File: config.mk
export PLATFORM = sky130hd
export DESIGN_NAME = bounded_byte_fifo_stream_flat
export DESIGN_NICKNAME = d
export VERILOG_FILES = /design/src/hdl/bbfs_pkg.sv /design/src/hdl/bbfs_if.sv /design/src/hdl/bounded_byte_fifo_stream.sv /design/src/hdl/bbfs_ram.sv /design/src/hdl/bbfs_ctrl.sv /design/src/hdl/bbfs_datapath.sv /design/src/flat_wrapper.sv
export SDC_FILE = /design/constraint.sdc
export NUM_CORES = 1
export LEC_CHECK = 0
export ABC_CLOCK_PERIOD_IN_PS = 8400
export BUFFER_PORTS_ARGS = -buffer_cell sky130_fd_sc_hd__buf_2
export CELL_PAD_IN_SITES_DETAIL_PLACEMENT = 1
export CELL_PAD_IN_SITES_GLOBAL_PLACEMENT = 2
export CORE_MARGIN = 3
export CORE_UTILIZATION = 35
export CTS_BUF_LIST = sky130_fd_sc_hd__clkbuf_8
export DETAILED_ROUTE_END_ITERATION = 16
export PLACE_DENSITY = 0.68
export SLEW_MARGIN = 15
export SYNTH_ARGS = -nofsm -noshare
export SYNTH_HDL_FRONTEND = slang
export SYNTH_SLANG_ARGS = --single-unit
File: constraint.sdc
create_clock -name clock -period 8.4 [get_ports clock]
set_input_delay 0.84 -clock clock [delete_from_list [all_inputs] [get_ports clock]]
set_output_delay 0.84 -clock clock [all_outputs]
set_load 0.05 [all_outputs]
File: src/hdl/bbfs_pkg.sv
// Shared constants, request codes, helper functions and control types for the
// bounded byte FIFO with end-of-stream flag.
// No dependencies; every other file except bbfs_ram imports this package.
package bbfs_pkg;

   localparam int DEPTH   = 64;
   localparam int IDX_W   = $clog2(DEPTH);
   localparam int CNT_W   = 7;
   localparam int TYPE_W  = 3;
   localparam int BYTE_W  = 8;
   localparam int TOTAL_W = 32;

   localparam logic [TYPE_W-1:0] REQ_WRITE = 3'd0;
   localparam logic [TYPE_W-1:0] REQ_READ  = 3'd1;
   localparam logic [TYPE_W-1:0] REQ_PEEK  = 3'd2;
   localparam logic [TYPE_W-1:0] REQ_POP   = 3'd3;
   localparam logic [TYPE_W-1:0] REQ_END   = 3'd4;

   localparam logic [CNT_W-1:0] CAPACITY_RESET = 7'd64;

   // controller -> datapath
   typedef struct packed {
      logic accept;  // request transfer this cycle
      logic emit;    // send the next streamed byte
   } bbfs_cmd_type;

   // datapath -> controller
   typedef struct packed {
      logic out_free;      // output register can load this cycle
      logic start_stream;  // incoming request is a read/peek with bytes to send
      logic stream_last;   // one byte left in the current stream
   } bbfs_status_type;

   function automatic logic [IDX_W-1:0] next_idx(input logic [IDX_W-1:0] idx);
      return (idx == IDX_W'(DEPTH - 1)) ? '0 : idx + 1'b1;
   endfunction

   function automatic logic [TOTAL_W-1:0] sat_add(input logic [TOTAL_W-1:0] total,
                                                  input logic [CNT_W-1:0] amount);
      logic [TOTAL_W:0] sum;
      sum = {1'b0, total} + {{(TOTAL_W + 1 - CNT_W){1'b0}}, amount};
      return sum[TOTAL_W] ? {TOTAL_W{1'b1}} : sum[TOTAL_W-1:0];
   endfunction

endpackage

File: src/hdl/bbfs_if.sv
// Valid/ready channel interfaces for requests and results.
// Depends on bbfs_pkg for field widths.
interface bbfs_req_if import bbfs_pkg::*; ();
   logic                valid;
   logic                ready;
   logic [TYPE_W-1:0]   req_type;
   logic [BYTE_W-1:0]   write_byte;
   logic [CNT_W-1:0]    length;

   modport source (output valid, req_type, write_byte, length, input ready);
   modport sink   (input valid, req_type, write_byte, length, output ready);
endinterface

interface bbfs_rsp_if import bbfs_pkg::*; ();
   logic                valid;
   logic                ready;
   logic [BYTE_W-1:0]   data_byte;
   logic                byte_valid;
   logic                last;
   logic                accepted;
   logic [CNT_W-1:0]    fill_count;
   logic                ended;
   logic                end_of_stream;
   logic [TOTAL_W-1:0]  total_written;
   logic [TOTAL_W-1:0]  total_read;

   modport source (output valid, data_byte, byte_valid, last, accepted, fill_count,
                   ended, end_of_stream, total_written, total_read,
                   input ready);
   modport sink   (input valid, data_byte, byte_valid, last, accepted, fill_count,
                   ended, end_of_stream, total_written, total_read,
                   output ready);
endinterface

File: src/hdl/bounded_byte_fifo_stream.sv
// Bounded byte FIFO with end-of-input flag: top level joining sequencer and datapath.
// Depends on bbfs_pkg, bbfs_if, bbfs_ctrl and bbfs_datapath.
//
// Holds up to min(capacity, 64) bytes. A write, pop, end-input or unknown request
// gives one status result. A read or peek of n bytes (n cut to the fill) first takes
// the request and starts the byte store's registered read, then gives one byte result
// per cycle while the output register is free. An empty read or peek gives one status
// result. Results sit in an output register; a stalled result holds the block, and a
// new request is taken in the same cycle the waiting result transfers. The byte
// store has no reset and needs no clearing pass. Capacity is to be written through
// csr_ only while idle; the block itself does not enforce this.
module bounded_byte_fifo_stream import bbfs_pkg::*; (
   input  logic             clock,
   input  logic             reset,
   bbfs_req_if.sink         req_chan,
   bbfs_rsp_if.source       rsp_chan,
   input  logic             csr_wr_en,
   input  logic [CNT_W-1:0] csr_wr_data
);

   bbfs_cmd_type    cmd;
   bbfs_status_type status;
   logic            req_ready;

   assign req_chan.ready = req_ready;

   bbfs_ctrl u_ctrl (
      .clock     (clock),
      .reset     (reset),
      .req_valid (req_chan.valid),
      .req_ready (req_ready),
      .status    (status),
      .cmd       (cmd)
   );

   bbfs_datapath u_datapath (
      .clock       (clock),
      .reset       (reset),
      .req_type    (req_chan.req_type),
      .write_byte  (req_chan.write_byte),
      .length      (req_chan.length),
      .csr_wr_en   (csr_wr_en),
      .csr_wr_data (csr_wr_data),
      .cmd         (cmd),
      .status      (status),
      .rsp_chan    (rsp_chan)
   );

endmodule

File: src/hdl/bbfs_ram.sv
// Generic single-write, single-read RAM with registered read data.
// No dependencies.
module bbfs_ram #(
   parameter int WIDTH = 8,
   parameter int DEPTH = 64
) (
   input  logic                     clock,
   input  logic                     wr_en,
   input  logic [$clog2(DEPTH)-1:0] wr_addr,
   input  logic [WIDTH-1:0]         wr_data,
   input  logic [$clog2(DEPTH)-1:0] rd_addr,
   output logic [WIDTH-1:0]         rd_data
);

   logic [WIDTH-1:0] mem_ff [DEPTH];
   logic [WIDTH-1:0] rd_data_ff;

   always_ff @(posedge clock) begin
      if (wr_en) begin
         mem_ff[wr_addr] <= wr_data;
      end
      rd_data_ff <= mem_ff[rd_addr];
   end

   assign rd_data = rd_data_ff;

endmodule

File: src/hdl/bbfs_ctrl.sv
// Request sequencer: accepts requests and paces the byte stream of a read or peek.
// Depends on bbfs_pkg; drives the datapath through bbfs_cmd_type.
module bbfs_ctrl import bbfs_pkg::*; (
   input  logic            clock,
   input  logic            reset,
   input  logic            req_valid,
   output logic            req_ready,
   input  bbfs_status_type status,
   output bbfs_cmd_type    cmd
);

   localparam logic [0:0] ST_IDLE   = 1'b0;
   localparam logic [0:0] ST_STREAM = 1'b1;

   logic [0:0] state_ff;
   logic [0:0] state_in;

   always_comb begin
      state_in   = state_ff;
      req_ready  = 1'b0;
      cmd.accept = 1'b0;
      cmd.emit   = 1'b0;
      unique case (state_ff)
         ST_IDLE: begin
            req_ready  = status.out_free;
            cmd.accept = req_valid && status.out_free;
            if (cmd.accept && status.start_stream) begin
               state_in = ST_STREAM;
            end
         end
         ST_STREAM: begin
            cmd.emit = status.out_free;
            if (cmd.emit && status.stream_last) begin
               state_in = ST_IDLE;
            end
         end
         default: state_in = ST_IDLE;
      endcase
   end

   always_ff @(posedge clock) begin
      if (reset) begin
         state_ff <= ST_IDLE;
      end else begin
         state_ff <= state_in;
      end
   end

endmodule

File: src/hdl/bbfs_datapath.sv
// FIFO pointers, counters, capacity register, byte store and result register.
// Depends on bbfs_pkg, bbfs_if and bbfs_ram; commanded by bbfs_ctrl.
module bbfs_datapath import bbfs_pkg::*; (
   input  logic              clock,
   input  logic              reset,
   input  logic [TYPE_W-1:0] req_type,
   input  logic [BYTE_W-1:0] write_byte,
   input  logic [CNT_W-1:0]  length,
   input  logic              csr_wr_en,
   input  logic [CNT_W-1:0]  csr_wr_data,
   input  bbfs_cmd_type      cmd,
   output bbfs_status_type   status,
   bbfs_rsp_if.source        rsp_chan
);

   logic [IDX_W-1:0]   head_ff, head_in, tail_ff, tail_in, rd_idx_ff, rd_idx_in;
   logic [CNT_W-1:0]   held_ff, held_in, remain_ff, remain_in, capacity_ff;
   logic               ended_ff, ended_in, peek_ff, peek_in;
   logic [TOTAL_W-1:0] written_ff, written_in, read_ff, read_in;

   logic [CNT_W-1:0]   cap_eff, take_n;
   logic [CNT_W:0]     pop_sum;
   logic [IDX_W-1:0]   pop_head;
   logic               write_ok;
   logic               ram_wr_en;
   logic [BYTE_W-1:0]  ram_rd_data;

   logic               load;
   logic [BYTE_W-1:0]  out_data;
   logic               out_byte_valid, out_last, out_accepted;

   logic               rsp_valid_ff;
   logic [BYTE_W-1:0]  rsp_data_ff;
   logic               rsp_byte_valid_ff, rsp_last_ff, rsp_accepted_ff;
   logic               rsp_ended_ff, rsp_eos_ff;
   logic [CNT_W-1:0]   rsp_fill_ff;
   logic [TOTAL_W-1:0] rsp_written_ff, rsp_read_ff;

   assign cap_eff  = (capacity_ff > CNT_W'(DEPTH)) ? CNT_W'(DEPTH) : capacity_ff;
   assign take_n   = (length < held_ff) ? length : held_ff;
   assign write_ok = !ended_ff && (held_ff < cap_eff);

   // head + n stays below twice the depth, so one subtract wraps it
   assign pop_sum  = {{(CNT_W + 1 - IDX_W){1'b0}}, head_ff} + {1'b0, take_n};
   always_comb begin
      if (pop_sum >= (CNT_W + 1)'(DEPTH)) begin
         pop_head = IDX_W'(pop_sum - (CNT_W + 1)'(DEPTH));
      end else begin
         pop_head = pop_sum[IDX_W-1:0];
      end
   end

   assign status.out_free     = !rsp_valid_ff || rsp_chan.ready;
   assign status.start_stream = ((req_type == REQ_READ) || (req_type == REQ_PEEK))
                                && (take_n != '0);
   assign status.stream_last  = (remain_ff == CNT_W'(1));

   always_comb begin
      head_in        = head_ff;
      tail_in        = tail_ff;
      held_in        = held_ff;
      ended_in       = ended_ff;
      written_in     = written_ff;
      read_in        = read_ff;
      remain_in      = remain_ff;
      rd_idx_in      = rd_idx_ff;
      peek_in        = peek_ff;
      ram_wr_en      = 1'b0;
      load           = 1'b0;
      out_data       = '0;
      out_byte_valid = 1'b0;
      out_last       = 1'b0;
      out_accepted   = 1'b0;
      if (cmd.accept) begin
         unique case (req_type)
            REQ_WRITE: begin
               load         = 1'b1;
               out_last     = 1'b1;
               out_accepted = write_ok;
               if (write_ok) begin
                  ram_wr_en  = 1'b1;
                  tail_in    = next_idx(tail_ff);
                  held_in    = held_ff + 1'b1;
                  written_in = sat_add(written_ff, CNT_W'(1));
               end
            end
            REQ_READ, REQ_PEEK: begin
               if (take_n == '0) begin
                  load     = 1'b1;
                  out_last = 1'b1;
               end else begin
                  remain_in = take_n;
                  rd_idx_in = head_ff;
                  peek_in   = (req_type == REQ_PEEK);
               end
            end
            REQ_POP: begin
               load     = 1'b1;
               out_last = 1'b1;
               head_in  = pop_head;
               held_in  = held_ff - take_n;
               read_in  = sat_add(read_ff, take_n);
            end
            REQ_END: begin
               load     = 1'b1;
               out_last = 1'b1;
               ended_in = 1'b1;
            end
            default: begin
               load     = 1'b1;
               out_last = 1'b1;
            end
         endcase
      end else if (cmd.emit) begin
         load           = 1'b1;
         out_data       = ram_rd_data;
         out_byte_valid = 1'b1;
         out_last       = (remain_ff == CNT_W'(1));
         remain_in      = remain_ff - 1'b1;
         rd_idx_in      = next_idx(rd_idx_ff);
         if (!peek_ff) begin
            head_in = next_idx(rd_idx_ff);
            held_in = held_ff - 1'b1;
            read_in = sat_add(read_ff, CNT_W'(1));
         end
      end
   end

   // read address follows the next stream index, so the data lines up with rd_idx_ff
   bbfs_ram #(
      .WIDTH (BYTE_W),
      .DEPTH (DEPTH)
   ) u_store (
      .clock   (clock),
      .wr_en   (ram_wr_en),
      .wr_addr (tail_ff),
      .wr_data (write_byte),
      .rd_addr (rd_idx_in),
      .rd_data (ram_rd_data)
   );

   always_ff @(posedge clock) begin
      if (reset) begin
         head_ff      <= '0;
         tail_ff      <= '0;
         held_ff      <= '0;
         ended_ff     <= 1'b0;
         written_ff   <= '0;
         read_ff      <= '0;
         remain_ff    <= '0;
         capacity_ff  <= CAPACITY_RESET;
         rsp_valid_ff <= 1'b0;
      end else begin
         head_ff    <= head_in;
         tail_ff    <= tail_in;
         held_ff    <= held_in;
         ended_ff   <= ended_in;
         written_ff <= written_in;
         read_ff    <= read_in;
         remain_ff  <= remain_in;
         if (csr_wr_en) begin
            capacity_ff <= csr_wr_data;
         end
         if (load) begin
            rsp_valid_ff <= 1'b1;
         end else if (rsp_chan.ready) begin
            rsp_valid_ff <= 1'b0;
         end
      end
   end

   always_ff @(posedge clock) begin
      rd_idx_ff <= rd_idx_in;
      peek_ff   <= peek_in;
      if (load) begin
         rsp_data_ff       <= out_data;
         rsp_byte_valid_ff <= out_byte_valid;
         rsp_last_ff       <= out_last;
         rsp_accepted_ff   <= out_accepted;
         rsp_fill_ff       <= held_in;
         rsp_ended_ff      <= ended_in;
         rsp_eos_ff        <= ended_in && (held_in == '0);
         rsp_written_ff    <= written_in;
         rsp_read_ff       <= read_in;
      end
   end

   assign rsp_chan.valid         = rsp_valid_ff;
   assign rsp_chan.data_byte     = rsp_data_ff;
   assign rsp_chan.byte_valid    = rsp_byte_valid_ff;
   assign rsp_chan.last          = rsp_last_ff;
   assign rsp_chan.accepted      = rsp_accepted_ff;
   assign rsp_chan.fill_count    = rsp_fill_ff;
   assign rsp_chan.ended         = rsp_ended_ff;
   assign rsp_chan.end_of_stream = rsp_eos_ff;
   assign rsp_chan.total_written = rsp_written_ff;
   assign rsp_chan.total_read    = rsp_read_ff;

endmodule

File: src/flat_wrapper.sv
// flat-port wrapper written by rule: the top's interface ports become plain ports
module bounded_byte_fifo_stream_flat import bbfs_pkg::*;
  (clock, reset, csr_wr_en, csr_wr_data, req_chan_valid, req_chan_req_type, req_chan_write_byte, req_chan_length, req_chan_ready, rsp_chan_valid, rsp_chan_data_byte, rsp_chan_byte_valid, rsp_chan_last, rsp_chan_accepted, rsp_chan_fill_count, rsp_chan_ended, rsp_chan_end_of_stream, rsp_chan_total_written, rsp_chan_total_read, rsp_chan_ready);
  bbfs_req_if req_chan_i ();
  bbfs_rsp_if rsp_chan_i ();
  input  logic clock;
  input  logic reset;
  input  logic csr_wr_en;
  input  logic [CNT_W-1:0] csr_wr_data;
  input wire logic [$bits(req_chan_i.valid)-1:0] req_chan_valid;
  input wire logic [$bits(req_chan_i.req_type)-1:0] req_chan_req_type;
  input wire logic [$bits(req_chan_i.write_byte)-1:0] req_chan_write_byte;
  input wire logic [$bits(req_chan_i.length)-1:0] req_chan_length;
  output wire logic [$bits(req_chan_i.ready)-1:0] req_chan_ready;
  output wire logic [$bits(rsp_chan_i.valid)-1:0] rsp_chan_valid;
  output wire logic [$bits(rsp_chan_i.data_byte)-1:0] rsp_chan_data_byte;
  output wire logic [$bits(rsp_chan_i.byte_valid)-1:0] rsp_chan_byte_valid;
  output wire logic [$bits(rsp_chan_i.last)-1:0] rsp_chan_last;
  output wire logic [$bits(rsp_chan_i.accepted)-1:0] rsp_chan_accepted;
  output wire logic [$bits(rsp_chan_i.fill_count)-1:0] rsp_chan_fill_count;
  output wire logic [$bits(rsp_chan_i.ended)-1:0] rsp_chan_ended;
  output wire logic [$bits(rsp_chan_i.end_of_stream)-1:0] rsp_chan_end_of_stream;
  output wire logic [$bits(rsp_chan_i.total_written)-1:0] rsp_chan_total_written;
  output wire logic [$bits(rsp_chan_i.total_read)-1:0] rsp_chan_total_read;
  input wire logic [$bits(rsp_chan_i.ready)-1:0] rsp_chan_ready;
  assign req_chan_i.valid = req_chan_valid;
  assign req_chan_i.req_type = req_chan_req_type;
  assign req_chan_i.write_byte = req_chan_write_byte;
  assign req_chan_i.length = req_chan_length;
  assign req_chan_ready = req_chan_i.ready;
  assign rsp_chan_valid = rsp_chan_i.valid;
  assign rsp_chan_data_byte = rsp_chan_i.data_byte;
  assign rsp_chan_byte_valid = rsp_chan_i.byte_valid;
  assign rsp_chan_last = rsp_chan_i.last;
  assign rsp_chan_accepted = rsp_chan_i.accepted;
  assign rsp_chan_fill_count = rsp_chan_i.fill_count;
  assign rsp_chan_ended = rsp_chan_i.ended;
  assign rsp_chan_end_of_stream = rsp_chan_i.end_of_stream;
  assign rsp_chan_total_written = rsp_chan_i.total_written;
  assign rsp_chan_total_read = rsp_chan_i.total_read;
  assign rsp_chan_i.ready = rsp_chan_ready;
  bounded_byte_fifo_stream u_core (.clock(clock), .reset(reset), .req_chan(req_chan_i), .rsp_chan(rsp_chan_i), .csr_wr_en(csr_wr_en), .csr_wr_data(csr_wr_data));
endmodule
==> run_results.csv, run 1 <==
group,metric,value,unit
cts,cts_buffers,118,
floorplan,ioPinCount,116,
yosys,ys_seq_area_frac,0.649,
worst_setup_path,critPathCaptureType,"flop",
cells_and_area,syn_to_final_growth,13.1,%
detailed_routing,avgRoutedWirePerCell,23.5,um
min_path,min_path_cells,3,
detailed_routing,drt_iter0_markers,1317,
sta,timing.final.crit_share,0.718,
sta,worstMarginPinSlew,1.10,ns
global_routing,antenna_found_initial,1,
detailed_routing,antenna_left,0,
yosys,muxShareOfSynthArea,0.0756,
cts,hold_buffers,0,
detailed_routing,wl_met2,44700,um
detailed_routing,drcViolationCount,0,
detailed_routing,routed-via-count,20796,
worst_setup_path,worst_ep_arrival_time,6.52,ns
cts,clkTransAtPathRegs,0.07,ns
sta,setup_viol,0,
worst_setup_path,critical-path-top-delay-family,"compound AO/OA/AOI/OAI gates",
sta,max_slew_margin,0.264,
floorplan,initial_core_util,0.356,
cells_and_area,n_fill_cell,9274,
global_routing,grt_max_degree,145,
worst_setup_path,worst-path-max-fanout,25,
sta,final-hold-violation-count,0,
min_path,hp-start,"csr_wr_data[6]",
cells_and_area,stdcell_count,3867,
cts,clkLatencyLatePin,0.77,ns
yosys,synth_simple_gate_area_frac,0.131,
yosys,ys_types,100,
yosys,synth_compound_area_frac,0.0904,
floorplan,coreArea,0.0876,mm2
pwr,power_density,290,mW/mm2
worst_setup_path,r2r_cells,18,
yosys,synth_top_cell_area_share,0.576,
yosys,synth.largest_area_cell,"edfxtp_1",
yosys,avgSynthCellArea,12.6,um2
cts,h-tree-depth,3,
yosys,synth-async-reset-ratio,0,
worst_setup_path,worst-setup-path-type,"reg2reg",
sta,fin_ws,2.37,ns
cts,cts.sinks,711,
yosys,yosys-top-cells-area,"edfxtp_1, dfxtp_1, mux2i_1, nand2_1, nor2_1",
yosys,synth_seq_cells,711,
detailed_routing,wl_met1,40300,um
status,outcome,"finished clean",
pwr,vdd_drop_max,535,uV
placement,place.port_buffers,115,
pwr,p_leak,12.8,nW
global_routing,grt_pass1_wl,138000,um
worst_setup_path,timing.rr.start,"u_core.u_datapath.held_ff[2]",
floorplan,die_area,0.0926,mm2
cells_and_area,drive_above_1_share,0.133,
sta,fmax,166,MHz
sta,finalCriticalPeriod,6.03,ns
floorplan,fp.dieH,304,um
sta,clock_skew,0.0595,ns
sta,rsz0062_at_grt,"false",
min_path,hp-class,"in2reg",
cts,root_buffer,"clkbuf_8",
yosys,syn_inst,2477,
floorplan,die_x,304,um
global_routing,grtUsageTotal,0.193,
placement,post-place-ws,2.45,ns
yosys,synth_fa_ha_area_frac,0.0150,
cells_and_area,nNetsFinal,2676,
global_routing,grt_pass1_vias,22001,
worst_setup_path,critical_path_buf_inv_count,1,
placement,dp_hpwl,57700,um
global_routing,grt_overflow_total,0,
worst_setup_path,startpoint_type,"flop",
job,drv_cap,0,
yosys,synth_edf_count,597,
yosys,yosysWarningCount,0,
detailed_routing,dr_wl_met3,3630,um
detailed_routing,top_layer,"met4",
sta,fin_setup_tns,0,ns
detailed_routing,totalWireLength,90700,um
cts,clk_path_buf_depth,3,
worst_setup_path,worstPathCellList,"clkinv_1 > ha_1 > a21oi_1 > o21ai_4 > a21oi_4 > o21ai_0 > ha_1 > ha_1 > nor2_1 > nand2_1 > nand2_1 > mux2i_1 > a221oi_4 > a21oi_1 > nor2_2 > nand2_1 > a2111oi_0 > nor2_1",
placement,dp.cells,3645,
yosys,synth_top_family_by_area,"simple AND/OR/NAND/NOR gates",
cts,cts_setup_buffers,0,
detailed_routing,vias_per_cell,5.38,
cts,ctsResizeCount,0,
worst_setup_path,r2r_slack,2.37,ns
yosys,synth_xor_area_frac,0.0140,
cts,cts_tree,"yes",
sta,drv_slew,0,
floorplan,num_rows,108,
yosys,synth_nets,2543,
yosys,ys.flop_type,"edfxtp_1",
worst_setup_path,timing.rr.end,"u_core.u_datapath.rsp_chan.total_read[27]",
min_path,whs_endpoint,"u_core.u_datapath.capacity_ff[6]",
worst_setup_path,required,8.89,ns
placement,place_congestion,0.838,
worst_setup_path,slowest_delay,0.64,ns
yosys,syn-cell-area,0.0311,mm2
worst_setup_path,slowest_stage,"dfxtp_1",
detailed_routing,dr.pass1.iters,5,
-- layout by cell type, fill, tap and decap left out, types with 11 or more instances in the layout --
master    Yosys  routed
nor2_1      167     167
and3_1       35      34
a31oi_1      30      30
dfxtp_1     114     114
edfxtp_1    597     597
or3_1        14      14
nor4_1       11      11
nand2_1     340     339
nand3_1      89      89
a21oi_1     117     116
ha_1         35      35
xor2_1       21      21
clkinv_1      1      28
a221oi_1     16      16
and2_1       48      48
buf_2        37     115
a311oi_1     11      11
o22ai_1      29      29
clkinv_2      1      20
nand4_1      62      62
inv_1        35      68
clkbuf_8      0     126
nor3_1       35      34
xnor2_1      27      27
buf_4        13      26
mux2i_1     226     226
o211ai_1     17      17
a22oi_1      24      24
o21ai_0      57      57
-- sequential cells by signal, indices dropped and copies added, names as in the netlist, 8 cells and up --
signal	cells
u_core.u_datapath.u_store.mem_ff	512
u_core.u_datapath.read_ff	32
u_core.u_datapath.rsp_chan.total_read	32
u_core.u_datapath.rsp_chan.total_written	32
u_core.u_datapath.written_ff	32
u_core.u_datapath.rsp_chan.data_byte	8
u_core.u_datapath.u_store.rd_data	8
-- through the flow --
step	total power, W	cell area [um2]	hold slack (ns)	utilization
final	0.0102	35200	0.323	0.402
after global routing	0.0107	35200	0.277	0.402
after CTS	0.0103	35200	0.258	0.402
after detailed placement	0.00715	32800	0.467	0.374
after global placement	0.00711	32800	0.462	0.374
after floorplan	0.00628	31100	0.445	-
-- per-layer routing --
metal | GRT usage | up-vias
met1 | 0.256 | 10575
li1 | - | 9630
met4 | 0.0521 | 0
met2 | 0.329 | 453
met5 | 0 | -
met3 | 0.0281 | 138
-- cell type report --
cell class / count / area (um2) / area share
antenna: 1 / 2.50 / 0.0000710
multi-input combinational: 1594 / 10200 / 0.289
sequential: 711 / 20200 / 0.574
clock buffer: 126 / 1730 / 0.0492
tap: 1155 / 1450 / 0.0410
inverter: 42 / 174 / 0.00494
timing repair buffer: 143 / 802 / 0.0228
clock inverter: 95 / 694 / 0.0197
-- cells in the mapped netlist, types with 10 or more instances --
library cell / count
and3_1: 35
buf_4: 13
buf_2: 37
nand4_1: 62
o21ai_0: 57
xnor2_1: 27
and2_1: 48
clkbuf_1: 62
nand3_1: 89
o22ai_1: 29
xor2_1: 21
nor2_1: 167
dfxtp_1: 114
a21oi_1: 117
inv_1: 35
or3_1: 14
o21a_1: 10
buf_1: 14
nor3_1: 35
a22oi_1: 24
o211ai_1: 17
a311oi_1: 11
nor4_1: 11
mux2i_1: 226
o31ai_1: 10
a211oi_1: 10
a31oi_1: 30
a221oi_1: 16
ha_1: 35
edfxtp_1: 597
nand2_1: 340
-- cells by family after synthesis --
logic type      Yosys count
simple gates            862
flops                   711
compound gates          412
mux                     234
buf+inv                 172
xor+xnor                 49
fa+ha+maj                37
-- worst reg2reg max path, delay by kind of cell, from the launching register on --
family / cells / cell delay [ns]
and+or+nand+nor: 6 / 1.00
adders and majority gates: 3 / 0.94
DFF: 1 / 0.64
AOI/OAI and AO/OA: 7 / 2.69
buffers and inverters: 1 / 0.36
muxes: 1 / 0.13
-- where the power goes --
part / internal, W / total (W) / switching [W]
sequential: 0.00396 / 0.00405 / 0.0000857
clock: 0.00170 / 0.00316 / 0.00146
combinational: 0.000963 / 0.00300 / 0.00204
-- worst max path at each step --
stage                                       from                                   endpoint  depth (start not counted)
floorplan                         rsp_chan_ready        u_core.u_datapath.rsp_chan.accepted                         10
global placement              req_chan_length[2]  u_core.u_datapath.rsp_chan.total_read[27]                         18
detailed placement            req_chan_length[2]  u_core.u_datapath.rsp_chan.total_read[27]                         18
CTS                 u_core.u_datapath.held_ff[2]  u_core.u_datapath.rsp_chan.total_read[27]                         18
global route        u_core.u_datapath.held_ff[2]  u_core.u_datapath.rsp_chan.total_read[27]                         18
finish              u_core.u_datapath.held_ff[2]  u_core.u_datapath.rsp_chan.total_read[27]                         18
Power figures use the tool's default switching activity.
==> run 2, diff against run 1 <==
--- a/config.mk
+++ b/config.mk
@@ -5,7 +5,8 @@
 export SDC_FILE = /design/constraint.sdc
 export NUM_CORES = 1
 export LEC_CHECK = 0
-export ABC_CLOCK_PERIOD_IN_PS = 8400
+export ABC_AREA = 1
+export ABC_CLOCK_PERIOD_IN_PS = 5000
 export BUFFER_PORTS_ARGS = -buffer_cell sky130_fd_sc_hd__buf_2
 export CELL_PAD_IN_SITES_DETAIL_PLACEMENT = 1
 export CELL_PAD_IN_SITES_GLOBAL_PLACEMENT = 2
@@ -13,7 +14,7 @@
 export CORE_UTILIZATION = 35
 export CTS_BUF_LIST = sky130_fd_sc_hd__clkbuf_8
 export DETAILED_ROUTE_END_ITERATION = 16
-export PLACE_DENSITY = 0.68
+export PLACE_DENSITY = 0.76
 export SLEW_MARGIN = 15
 export SYNTH_ARGS = -nofsm -noshare
 export SYNTH_HDL_FRONTEND = slang
==> constraint.sdc (replaced) <==
create_clock -name clock -period 5 [get_ports clock]
set_input_delay 0.5 -clock clock [delete_from_list [all_inputs] [get_ports clock]]
set_output_delay 0.5 -clock clock [all_outputs]
set_load 0.05 [all_outputs]
==> run 2 against run 1 <==
Effect of this change:
- highest routed layer is now met5
- critical path depth increased by 5
- wire length rose by 21%
- setup slack worse by 1.6 ns
- largest power group unchanged
- largest cell class unchanged
- sequential cell count is the same
- critical endpoint is now u_core.u_datapath.u_store.rd_data[1]
- cell area increased by 9.7%
- worst hold slack worse by 0.25 ns
- sequential share of layout area fell by 5.1 points
==> run_results.csv, run 2 <==
group,metric,value,unit
status,outcome,"finished clean",
yosys,syn-cell-area,0.0340,mm2
cts,clkTransAtPathRegs,0.06,ns
cells_and_area,drive_above_1_share,0.106,
global_routing,grt_pass1_vias,27451,
floorplan,ioPinCount,116,
worst_setup_path,required,5.71,ns
floorplan,die_x,318,um
worst_setup_path,worst-setup-path-type,"reg2reg",
sta,timing.final.crit_share,0.851,
pwr,finalPower,0.0168,W
detailed_routing,antenna_left,0,
worst_setup_path,worst_ep_arrival_time,4.96,ns
cts,h-tree-depth,4,
cts,cts_tree,"yes",
global_routing,antenna_found_initial,1,
worst_setup_path,startpoint_type,"flop",
sta,final-hold-violation-count,0,
worst_setup_path,critPathCaptureType,"flop",
placement,dp_hpwl,69600,um
job,drv_cap,0,
detailed_routing,avgRoutedWirePerCell,21.1,um
yosys,synth_nets,3752,
detailed_routing,dr.pass1.iters,7,
yosys,ys_types,55,
cts,cts_setup_buffers,0,
sta,fmax,235,MHz
cells_and_area,seq_area,0.0202,mm2
min_path,hp-class,"in2reg",
sta,finalCriticalPeriod,4.26,ns
cells_and_area,design_area,0.0386,mm2
cells_and_area,syn_to_final_growth,13.6,%
cells_and_area,multi_input_area,0.0108,mm2
placement,place_area,0.0362,mm2
detailed_routing,drt_iter0_markers,2056,
cts,cts.sinks,711,
sta,worstMarginPinSlew,1.06,ns
yosys,ys_seq_area_frac,0.594,
sta,setup_viol,0,
floorplan,num_rows,113,
detailed_routing,totalWireLength,110000,um
yosys,syn_inst,3686,
cells_and_area,final_util,0.404,
min_path,min_path_cells,2,
cts,clkLatencyLatePin,0.80,ns
yosys,synth_top_cell_area_share,0.527,
cts,root_buffer,"clkbuf_8",
cells_and_area,nNetsFinal,3915,
worst_setup_path,r2r_slack,0.74,ns
yosys,synth_seq_cells,711,
yosys,yosys-top-cells-count,"nand2_1, edfxtp_1, inv_1",
cells_and_area,final_common_cell,"nand2_1",
sta,rsz0062_at_grt,"false",
pwr,power_density,436,mW/mm2
cells_and_area,n_fill_cell,11057,
cts,cts_buffers,133,
pwr,vdd_drop_max,404,uV
sta,clock_skew,0.0425,ns
yosys,avgSynthCellArea,9.23,um2
yosys,synth.largest_area_cell,"edfxtp_1",
floorplan,coreArea,0.0957,mm2
sta,drv_slew,0,
yosys,synth_most_common_cell,"nand2_1",
detailed_routing,drcViolationCount,0,
yosys,yosys-top-cells-area,"edfxtp_1, nand2_1, nand3_1, dfxtp_1, inv_1",
worst_setup_path,timing.rr.end,"u_core.u_datapath.u_store.rd_data[1]",
cts,clk_path_buf_depth,3,
global_routing,grt_pass1_wl,169000,um
min_path,hp-start,"req_chan_req_type[0]",
floorplan,die_area,0.101,mm2
global_routing,grtUsageTotal,0.216,
sta,max_slew_margin,0.293,
global_routing,grt_max_degree,177,
placement,place.port_buffers,115,
global_routing,grt_overflow_total,0,
yosys,synth-async-reset-ratio,0,
min_path,whs_endpoint,"u_core.u_datapath.peek_ff",
worst_setup_path,worst-path-max-fanout,65,
cells_and_area,mostFrequentLayoutCells,"nand2_1, inv_1, edfxtp_1, nand3_1, nor2_1",
floorplan,fp.dieH,318,um
worst_setup_path,r2r_cells,23,
worst_setup_path,timing.rr.start,"u_core.u_datapath.held_ff[3]",
detailed_routing,routed-via-count,26764,
yosys,synth_edf_count,597,
yosys,yosysWarningCount,0,
sta,fin_setup_tns,0,ns
cells_and_area,largest_reg_flops,512,
floorplan,initial_core_util,0.355,
cells_and_area,top_register,"u_core.u_datapath.u_store.mem_ff",
detailed_routing,vias_per_cell,5.14,
pwr,p_leak,16.1,nW
yosys,ys.flop_type,"edfxtp_1",
placement,place_congestion,0.832,
==> run 2: cells by family after synthesis <==
kind of cell	synth area share
simple gates	0.245
buf+inv	0.0910
flops	0.594
compound gates	0.0463
xor+xnor	0.00927
fa+ha+maj	0.0135
mux	0.000294
==> run 2: critical path, stage by stage (launching register included) <==
cell,delay [ns]
dfxtp_1,0.42
clkinv_1,0.28
ha_1,0.37
nand2_1,0.05
nor2_1,0.13
nand2_2,0.15
nand2_4,0.14
nand2_1,0.07
nand2_1,0.15
nand2_1,0.07
nor2_1,0.12
nand2_2,0.10
nand2_4,0.13
nor2_8,0.07
nand2_1,0.14
nand3_4,0.34
inv_4,0.20
buf_12,0.28
nand3_1,0.13
nand3_1,0.11
nand3_1,0.15
nand3_1,0.15
nand3_1,0.22
nand2_1,0.12
==> run 2: worst max-delay path by stage <==
stage | startpoint | to | slack, ns | cells after the start
CTS | u_core.u_datapath.held_ff[3] | u_core.u_datapath.u_store.rd_data[1] | 0.71 | 23
floorplan | u_core.u_datapath.held_ff[3] | u_core.u_datapath.rsp_chan.accepted | 0.84 | 14
finish | u_core.u_datapath.held_ff[3] | u_core.u_datapath.u_store.rd_data[1] | 0.74 | 23
global placement | u_core.u_datapath.held_ff[3] | u_core.u_datapath.u_store.rd_data[1] | 0.83 | 23
global route | u_core.u_datapath.held_ff[3] | u_core.u_datapath.u_store.rd_data[1] | 0.27 | 23
detailed placement | u_core.u_datapath.held_ff[3] | u_core.u_datapath.u_store.rd_data[3] | 0.74 | 23
==> run 2: timing repair <==
item / 4_1_cts / 5_1_grt
endpoints found under the hold margin: 7 / 0
gates resized for setup: 0 / 0
hold buffers: 9 / 0
endpoints found under the setup margin: 0 / 0
==> run 2: metrics by stage <==
step / cells / hold slack, ns / setup slack [ns]
2_1_floorplan: 3686 / 0.458 / 0.836
3_3_place_gp: 4970 / 0.478 / 0.831
3_5_place_dp: 4970 / 0.492 / 0.740
4_1_cts: 5208 / 0.00258 / 0.714
5_1_grt: 5209 / 0.0434 / 0.274
6_report: 5209 / 0.0724 / 0.744
==> run 2: area by class of cell <==
cell class | count | area share
flip-flops and latches | 711 | 0.523
clock buffers | 142 | 0.0506
multi-input cells | 2192 | 0.278
inverters | 603 | 0.0586
repair buffers | 208 | 0.0381
well taps | 1265 | 0.0410
diodes | 1 | 0.0000648
clock inverters | 87 | 0.0103
==> run 2: metal layers <==
layer	global-route usage	part of all wire	vias to the layer above
met2	0.342	0.46	664
met5	0.0128	0.0016	-
met1	0.300	0.46	13182
li1	-	-	12735
met3	0.0348	0.050	181
met4	0.0750	0.029	2
==> run 2: report_power, final <==
| group | internal (W) | switching (W) | total [W] | leakage (nW) |
|---|---|---|---|---|
| Clock | 0.00261 | 0.00251 | 0.00512 | 1.33 |
| Sequential | 0.00661 | 0.000107 | 0.00672 | 6.37 |
| Combinational | 0.00134 | 0.00365 | 0.00499 | 8.43 |
| Total | 0.0106 | 0.00627 | 0.0168 | 16.1 |
